`src/design/mlpq_ram.sv`:
```
module mlpq_ram #(
    parameter int WIDTH = 8,
    parameter int DEPTH = 16
) (
    input  logic                     clk,
    input  logic                     we,
    input  logic [$clog2(DEPTH)-1:0] waddr,
    input  logic [WIDTH-1:0]         wdata,
    input  logic                     re,
    input  logic [$clog2(DEPTH)-1:0] raddr,
    output logic [WIDTH-1:0]         rdata
);

    logic [WIDTH-1:0] mem [DEPTH];

    always_ff @(posedge clk)
    begin
        if (we)
        begin
            mem[waddr] <= wdata;
        end
        if (re)
        begin
            rdata <= mem[raddr];
        end
    end

endmodule

```
`config.mk`:
```
export PLATFORM = sky130hd
export DESIGN_NAME = mlpq_ram
export DESIGN_NICKNAME = d
export VERILOG_FILES = /design/src/design/mlpq_ram.sv
export SDC_FILE = /design/constraint.sdc
export NUM_CORES = 1
export LEC_CHECK = 0
export BUFFER_PORTS_ARGS = -buffer_cell sky130_fd_sc_hd__buf_2
export CAP_MARGIN = 20
export CORE_UTILIZATION = 45
export CTS_BUF_LIST = sky130_fd_sc_hd__clkbuf_8
export CTS_CLUSTER_SIZE = 10
export DETAILED_ROUTE_END_ITERATION = 7
export HOLD_SLACK_MARGIN = 0.08
export PLACE_DENSITY = 0.61
export SETUP_SLACK_MARGIN = 0.1
export SLEW_MARGIN = 20
export SYNTH_ARGS = -nofsm -noshare
export SYNTH_HDL_FRONTEND = slang
export SYNTH_SLANG_ARGS = --single-unit
```
`constraint.sdc`:
```
create_clock -name clk -period 2.1 [get_ports clk]
set_clock_uncertainty 0.2 [all_clocks]
set_input_delay 0.42 -clock clk [delete_from_list [all_inputs] [get_ports clk]]
set_output_delay 0.42 -clock clk [all_outputs]
set_load 0.01 [all_outputs]
```
* After elaboration in Yosys (flattened, before gate mapping)
Memories as Yosys holds them, arrays and structs flattened. A register that Yosys moved wholly into a read port is not among the register bits.
Index checks and enable logic that the tools add are counted.
** Storage, ports and cells
- Register bits after elaboration :: 0
- Memory bits (writable) :: 128
- Word-level logic and storage cells :: 3
- Memories kept :: 1
** Memories
- mem :: depth 16, width 8, read ports 1, clocked after memory_dff 1, write ports 1, line 14 : logic [WIDTH-1:0] mem [DEPTH];
** Operators by class
- Muxes and demuxes :: 2
** Operator list (count)
- $mux 1 :: 2

* Logic depth before layout (Yosys ltp)
Gate-level depths: netlist (run 1).
- Depth in word-level cells :: 2
- Gate-level depth with buffers :: 5
- Gate-level depth less buffers :: 3

* Least setup slack after synthesis (run 1)
Ideal clock, no wire load.
- Path type :: input -> register
- Start :: in waddr[2]
- End :: mem mem[0][0], enable pin
- Library setup time :: 0.383 ns
- Arrival :: 1.530 ns
- Path slack :: -0.013 ns
- Cell stages on the path :: 2
- Buffers on the path :: 0
- Cell sequence :: or3b_2 > nor3_1
** RTL lines
- start: declaration :: line 7 : input logic [$clog2(DEPTH)-1:0] waddr,
- end: declaration :: line 14
Straight into the memory's write port.

==> flow_results.org, run 1 <==
** Global route
- The number of antenna violations at the first check in global routing came to 0.
- Pin count of the biggest net entering global routing :: 20
- The via count of the first global-routing pass was approximately 2500.
- For this run, the total global-route usage over all layers was measured as 18.8%.
- The first global-routing pass estimated between 15000 and 20000 µm of wire.
- After global routing the overflow that remains totals 0.

** Worst setup path
- Nature of the critical path startpoint :: primary input
- Crit path largest cell delay :: around 0.5 ns
- Crit-path most repeated cell :: sky130_fd_sc_hd__buf_4
- Arrival time reported for the critical path endpoint :: roughly 1.7 ns
- The slowest stage of the critical path belongs to the cell sky130_fd_sc_hd__mux4_2.
- Traced cell by cell, the critical path runs through buf_2 -> buf_4 -> buf_4 -> mux4_2 -> a22oi_1 -> nand2_1.
- Maximum fanout encountered on the critical timing path :: 11
- Crit end category :: flip-flop
- Kind of cell adding the most delay to the critical path :: buffers and inverters
- For the worst setup path, the data required time is 2.08 ns.
- Critical path buffers and inverters :: 3
- The worst setup path is of the in -> reg kind.

** Placement
- Half-perimeter wire length of the detailed placement result :: between 6000 and 7000 µm
- Final estimated routing congestion in global placement :: 0.730
- Port buffering added 26 buffers.
- After detailed placement, the total cell area comes to roughly 0.0057 mm².

** Floorplanning
- Standard-cell rows :: 38
- Placeable Area :: between 0.01 and 0.015 mm²
- The die is approximately 110 µm wide.
- In this run the vertical extent of the chip is between 100 and 150 µm.
- I/O pin cnt :: 27
- The die covers around 0.012 mm².
- Once the floorplan was initialized, standard cells occupied between 40% and 50% of the core.

** Clock tree
- Maximum root-to-sink buffer count :: 2
- Clk sink count :: about 140
- TritonCTS built the clock tree.
- The number of setup buffers added after CTS is 0.
- The number of clock buffers added by TritonCTS is 17.
- Post-CTS Hold Fix Bufs :: 0
- Number of H-tree levels :: 4
- Clock input transition at the sequential cells of the worst setup and hold paths :: 0.07 ns
- CTS root buf :: sky130_fd_sc_hd__clkbuf_8
- Number of gates given a new drive strength after cts :: 0
- For the worst-skew pair, the clock arrives at the later sink with an insertion delay of 0.43 ns.

** STA
- Setup violations remaining at the end of the flow were counted as 0.
- Hold timing on the final database bottoms out at a slack of roughly 0.17 ns.
- For the finished layout, the period the worst path requires is ~1.7 ns.
- The max-slew violation count came to 0.
- In the final timing run, aggregate negative setup slack is 0 ns.
- Setup repair after global routing left no endpoint under its margin.
- Post-route clock period utilization :: around 83%
- Worst slew margin relative to its limit :: around half
- The hold violation total from the final report came to 0.
- At the pin with the least slew margin, the transition time is between 0.7 and 0.8 ns.
- For this run, the top clock speed supported by timing is around 570 MHz.

** Worst hold path
- Kind of path behind the tightest hold check :: in -> reg

** Power
- Switching power share of the total :: around a fifth
- Combinational power share :: 5.3%
- Of the total power, registers draw 56.4%.
- The clock network is responsible for a little under two fifths of the overall power.
- The analysis attributes to cell leakage a power of between 2 and 2.5 nW.
- IR drop worst, VDD :: ~0.00035 V
- Switching power :: between 0.001 and 0.0015 W
- Total power divided by cell area :: 901 mW/mm²
- Cell-internal power :: around 0.0043 W

** Layout
- Total inserted antenna cells :: 0
- Share of cells above drive strength 1 :: 33.0%
- Area growth syn-to-layout :: 15.7%
- Core utilization of the finished layout :: 54.6%
- Post-layout instance area :: ~0.006 mm²
- The net count of the finished layout is about 310.

** Run status
- The flow ran to the end, and the final reports show no timing, DRC or antenna violations.

** Run
- Max-capacitance violation count :: 0

** Synth
- Seq/Total Area, Yosys :: between 70% and 80%
- Syn_nets :: between 200 and 250
- Ranking of synthesized cells by area :: sky130_fd_sc_hd__edfxtp_1, sky130_fd_sc_hd__mux4_2, sky130_fd_sc_hd__mux4_1, sky130_fd_sc_hd__a22oi_1, sky130_fd_sc_hd__nor2_1
- Dividing the synthesized area by the synthesized cell count gives 22.8 µm².
- The largest total area in the synthesized netlist belongs to sky130_fd_sc_hd__edfxtp_1.
- Summing every instance area after synthesis gives between 0.005 and 0.006 mm².
- Top-area cell type share of the netlist area :: between 70% and 80%
- Number of register bits inferred by synthesis :: between 100 and 150
- For this run, the number of Yosys warnings is 0.
- Yosys cell types :: 18
- The cell count after synthesis came out at between 200 and 250.

** Detailed routing
- In the final routed layout, each cell accounts on average for around 22 µm.
- The first detailed-routing pass took 4 iterations.
- In the routed layout, each cell is associated on average with a via count of around 5.5.
- The count of nets left with antenna violations once routing finished came out at 0.
- Routed vias :: roughly 2400
- Starting DRT DRC Count :: between 150 and 200
- Total wire length after detailed routing :: 9840 µm
- For this run, design rule violations remaining after detail routing come to 0.
[synthesized netlist by cell type]
| cell type | number |
|---|---|
| sky130_fd_sc_hd__edfxtp_1 | 136 |
| sky130_fd_sc_hd__mux4_2 | 18 |
| sky130_fd_sc_hd__a22oi_1 | 16 |
| sky130_fd_sc_hd__mux4_1 | 14 |
| sky130_fd_sc_hd__nor2_1 | 13 |
| sky130_fd_sc_hd__nand2_1 | 9 |
| sky130_fd_sc_hd__nor3_1 | 4 |
| sky130_fd_sc_hd__buf_2 | 3 |
| sky130_fd_sc_hd__buf_6 | 3 |
| sky130_fd_sc_hd__clkdlybuf4s25_2 | 3 |
| sky130_fd_sc_hd__nand2b_1 | 2 |
| sky130_fd_sc_hd__nand3b_1 | 2 |
| sky130_fd_sc_hd__and2_1 | 1 |
| sky130_fd_sc_hd__and2b_1 | 1 |
| sky130_fd_sc_hd__buf_4 | 1 |
| sky130_fd_sc_hd__nand3_1 | 1 |
| sky130_fd_sc_hd__nor2b_1 | 1 |
| sky130_fd_sc_hd__or3b_2 | 1 |
[power groups by stage]
| stage | combinational, W | clock [W] | sequential [W] |
|---|---|---|---|
| CTS | 0.000295 | 0.00215 | 0.00307 |
| finish | 0.000288 | 0.00209 | 0.00307 |
| global route | 0.000314 | 0.00226 | 0.00308 |
| global placement | 0.000289 | 0 | 0.00313 |
| detailed placement | 0.000294 | 0 | 0.00313 |
| floorplan | 0.000155 | 0 | 0.00313 |
[state kept, by name (all words and copies together) (netlist names)]
signal  flops
mem       128
rdata       8
[layout by cell type, fill, tap and decap left out, drive strengths merged]
cell type / n
mux4: 32
nand2b: 2
or3b: 1
nor3: 4
clkinvlp: 5
nand2: 9
nand3: 1
and2: 1
a22oi: 16
nand3b: 2
nor2b: 1
and2b: 1
nor2: 13
edfxtp: 136
buf: 50
bufinv: 3
clkinv: 6
clkbuf: 17
[cells by family after synthesis]
logic type | count (synthesis) | synth area share (%)
AO/OA/AOI/OAI | 16 | 2.30
buffers and inverters | 10 | 1.65
flip-flops | 136 | 78.1
multiplexers | 32 | 14.8
AND/OR/NAND/NOR | 35 | 3.14
[metrics by stage]
step                total power (W)  worst slack (ns)  cells
floorplan                   0.00329             0.198    229
global placement            0.00342            -0.140    409
detailed placement          0.00343            -0.130    409
CTS                         0.00551             0.346    440
global route                0.00565             0.298    440
finish                      0.00545             0.351    440
[cell type report]
type / instances / area [µm²]
clock inverter: 14 / 159
timing repair buffer: 50 / 335
sequential: 136 / 4080
tap: 140 / 175
clock buffer: 17 / 234
fill: 866 / 5030
multi-input combinational: 83 / 1060
[routing by layer]
layer	share of wire, %	wire, µm	GRT usage [%]
met5	0	0	0
met3	5.4	528	4.45
met2	49	4800	27.8
met4	1.4	135	8.29
met1	45	4380	26.9
[path summary, 6_finish.rpt]
kind	startpoint	end	slack, ns	cells after the start
worst max-delay path	raddr[0]	rdata[3]$_DFFE_PP_	0.35	6
worst min register to register	mem[7][2]$_DFFE_PP_	rdata[2]$_DFFE_PP_	0.55	3
worst max register to register	mem[0][5]$_DFFE_PP_	rdata[5]$_DFFE_PP_	0.40	3
worst min-delay path	re	rdata[0]$_DFFE_PP_	0.17	1
No activity file was read; power rests on OpenSTA's default activity.
==> inputs of run 2 (changes only) <==
==> constraint.sdc (replaced) <==
create_clock -name clk -period 1.4 [get_ports clk]
set_clock_uncertainty 0.2 [all_clocks]
set_input_delay 0.28 -clock clk [delete_from_list [all_inputs] [get_ports clk]]
set_output_delay 0.28 -clock clk [all_outputs]
set_load 0.01 [all_outputs]
==> flow_results.org, run 2 (same netlist as run 1, synthesis figures left out) <==
** Run status
- Run status: complete, but fails checks (was finished, final reports clean).
- Failing checks :: negative setup slack

** Layout
- Total inserted antenna cells :: 0 (unchanged)
- The top register by number of flip-flops was mem (unchanged).
- Most frequent standard cell in the layout excluding fill and tap cells :: sky130_fd_sc_hd__edfxtp_1 (unchanged)
- Core utilization of the finished layout :: 58.2% (was 54.6%)
- Final layout net count :: 323 (was 307)
- Post-layout instance area :: 0.00644 mm² (was 0.00605 mm²)
- The number of fill cells was 833 (was 866).
- The proportion of layout cells with a drive suffix above 1 is 43.8% (was 33.0%).
- Area growth syn-to-layout :: 23.3% (was 15.7%)
- The flip-flop count of the largest register, all copies and words added was 128 (unchanged).
- Largest registers in the final layout: mem x128, rdata x8 (unchanged).
- Commonest non-fill, non-tap cells in the layout :: sky130_fd_sc_hd__edfxtp_1, sky130_fd_sc_hd__mux4_2, sky130_fd_sc_hd__buf_2 (was sky130_fd_sc_hd__edfxtp_1, sky130_fd_sc_hd__buf_2, sky130_fd_sc_hd__buf_4)

** Power
- Overall power after layout :: 0.00782 W (was 0.00545 W)
- The power per cell area came to 1210 mW/mm² (was 901 mW/mm²).
- IR drop worst, VDD :: 0.000533 V (was 0.000354 V)
- Reported leakage power :: 2.09 nW (was 2.03 nW)

** Detailed routing
- Detailed-route wire length per cell :: 21.1 µm (was 22.4 µm)
- The number of antenna-violating nets in the routed design was 0 (unchanged).
- The via density per instance came to 5.45 (was 5.52).
- Iteration count of the initial detailed-routing pass :: 4 (unchanged)
- Routed vias :: 2482 (was 2430)
- Starting DRT DRC Count :: 172 (was 152)
- The number of remaining DRC errors is 0 (unchanged).
- The total wirelength of the detailed-routed design came to 9590 µm (was 9840 µm).

** Worst setup path
- Kind of cell adding the most delay to the critical path :: multiplexers (was buffers and inverters)
- Critical path buffers and inverters :: 0 (was 3)
- Maximum fanout encountered on the critical timing path :: 1 (was 11)
- Library cell contributing the largest single delay on the critical path :: sky130_fd_sc_hd__mux4_2 (unchanged)
- Required time worst endpoint :: 1.37 ns (was 2.08 ns)
- The end of the worst register-to-register path is rdata[6]$_DFFE_PP_ (was rdata[5]$_DFFE_PP_).
- The origin of the critical flop-to-flop path was mem[8][6]$_DFFE_PP_ (was mem[0][5]$_DFFE_PP_).
- Arrival time reported for the critical path endpoint :: 1.57 ns (was 1.73 ns)
- The peak per-stage delay on the critical path was 0.48 ns (was 0.50 ns).
- Setup CP Type :: reg -> reg (was in -> reg)
- The element type at the critical path end was a flip-flop (unchanged).
- The startpoint class of the critical path is a flip-flop (was primary input).
- Critical path cell sequence :: mux4_2 -> a22oi_2 -> nand2_1 (was buf_2 -> buf_4 -> buf_4 -> mux4_2 -> a22oi_1 -> nand2_1)
- The depth of the most critical reg-to-reg path is 3 (unchanged).
- The slack of the worst reg-to-reg path was -0.21 ns (was 0.40 ns).

** STA
- Slew at the pin with the worst max-slew slack :: 0.808 ns (was 0.747 ns)
- Worst slew margin relative to its limit :: 46.0% (was 50.0%)
- The max-slew violation count was 0 (unchanged).
- Post-route clock period utilization :: 115%
- Unrepaired setup endpoints after global routing :: true (was false)
- Worst setup margin :: -0.205 ns (was 0.351 ns)
- Setup-failing EPs final :: 15 (was 0)
- Final sum of negative setup slack :: -1.75 ns (was 0 ns)
- Minimum clock period after layout :: 1.61 ns
- Maximum clock frequency :: about 620 MHz
- The hold violation total from the final report is 0 (unchanged).
- The worst-case hold slack was 0.216 ns (was 0.169 ns).

** Floorplanning
- I/O pin cnt :: 27 (unchanged)
- The total core area came to 0.0111 mm² (unchanged).
- The initial standard-cell utilization of the core was 47.2% (unchanged).
- Chip Height :: 110 µm (unchanged)
- The row count is 38 (unchanged).
- Die width :: 110 µm (unchanged)
- Total Die Area :: 0.0121 mm² (unchanged)

** Global route
- Pin count of the biggest net entering global routing :: 22 (was 20)
- The remaining global-route overflow is 0 (unchanged).
- The via count of the first global-routing pass is 2628 (was 2478).
- Gr usage total :: 18.3% (was 18.8%)
- Antenna violations before repair :: 0 (unchanged)
- The wire length of the first global-routing pass is 14900 µm (was 15000 µm).

** Clock tree
- The total clock buffers created by CTS is 17 (unchanged).
- The CTS tree is yes (unchanged).
- The clock tree root driver cell was sky130_fd_sc_hd__clkbuf_8 (unchanged).
- The maximum root-to-sink buffer count is 2 (unchanged).
- Clk sink count :: 136 (unchanged)
- The clock latency on the worst-skew pair came to 0.42 ns (was 0.43 ns).
- Clock input transition at the sequential cells of the worst setup and hold paths :: 0.07 ns (about the same)
- The number of H-tree levels is 4 (unchanged).

** Worst hold path
- Hold path startpoint :: waddr[3] (was re)
- Kind of path behind the tightest hold check :: in -> reg (unchanged)
- The endpoint of the worst hold path is mem[2][4]$_DFFE_PP_ (was rdata[0]$_DFFE_PP_).
- The number of stages on the worst hold path came to 3 (was 1).

** Placement
- Final estimated routing congestion in global placement :: 0.694 (was 0.730)
- Placed cell area :: 0.00599 mm² (was 0.00566 mm²)
- Half-perimeter wire length of the detailed placement result :: 6580 µm (was 6210 µm)
- The total of buffers placed on input and output ports came to 26 (unchanged).

** Run
- The number of maximum-capacitance constraint violations came to 0 (unchanged).
## run 2: cell count changes in the layout (fill, tap and decap cells not counted), moves of 3 or more
| cell | delta |
|---|---|
| sky130_fd_sc_hd__a22oi_1 | -5 |
| sky130_fd_sc_hd__nor3_1 | -3 |
| sky130_fd_sc_hd__mux4_1 | -13 |
| sky130_fd_sc_hd__a22oi_2 | +5 |
| sky130_fd_sc_hd__buf_12 | +15 |
| sky130_fd_sc_hd__nor3_4 | +4 |
| sky130_fd_sc_hd__buf_4 | -8 |
| sky130_fd_sc_hd__nor2_1 | -12 |
| sky130_fd_sc_hd__dlygate4sd3_1 | +9 |
| sky130_fd_sc_hd__nor2_4 | +12 |
| sky130_fd_sc_hd__mux4_2 | +13 |
## run 2: per-stage QoR
stage / instances / worst slack [ns]
2_1_floorplan: 229 / -0.280
3_3_place_gp: 416 / -0.596
3_5_place_dp: 416 / -0.623
4_1_cts: 455 / -0.226
5_1_grt: 455 / -0.237
6_report: 455 / -0.205
## run 2: worst min-delay path, cell delays in order
cell	delay, ns
sky130_fd_sc_hd__buf_2	0.09
sky130_fd_sc_hd__or3b_4	0.20
sky130_fd_sc_hd__nor2_4	0.09
## run 2: where the power goes
group,total [W],internal (W),switching [W]
Sequential,0.00461,0.00459,0.0000264
Clock,0.00267,0.00133,0.00133
Combinational,0.000545,0.000263,0.000282
## run 2: how the worst max path moves through the flow
stage,start,to,slack [ns],depth (start not counted)
finish,mem[8][6]$_DFFE_PP_,rdata[6]$_DFFE_PP_,-0.21,3
CTS,mem[3][1]$_DFFE_PP_,rdata[1]$_DFFE_PP_,-0.23,3
detailed placement,raddr[0],rdata[1]$_DFFE_PP_,-0.62,5
global route,mem[8][6]$_DFFE_PP_,rdata[6]$_DFFE_PP_,-0.24,3
global placement,raddr[0],rdata[6]$_DFFE_PP_,-0.60,5
floorplan,raddr[0],rdata[1]$_DFFE_PP_,-0.28,5
## run 2: what timing repair did
item                       4_1_cts  5_1_grt
pin swaps                        1        2
hold buffers                     9        0
setup endpoints to repair       24       16
setup buffers                    0        0
hold endpoints to repair       136        0
resized for setup                4        3
gates cloned                     0        0
## run 2: routing by layer
layer	wire, µm	global-route usage (%)
met1	4160	24.3
met5	0	0
met4	117	6.00
met3	523	5.45
met2	4790	29.2
## run 2: cell type report
cell class,instances,area [µm²],share of cell area [%]
Tap cell,140,175,2.72
Clock inverter,13,91.3,1.42
Timing Repair Buffer,66,678,10.5
Clock buffer,17,234,3.63
Multi-Input combinational cell,83,1180,18.3
Sequential cell,136,4080,63.4
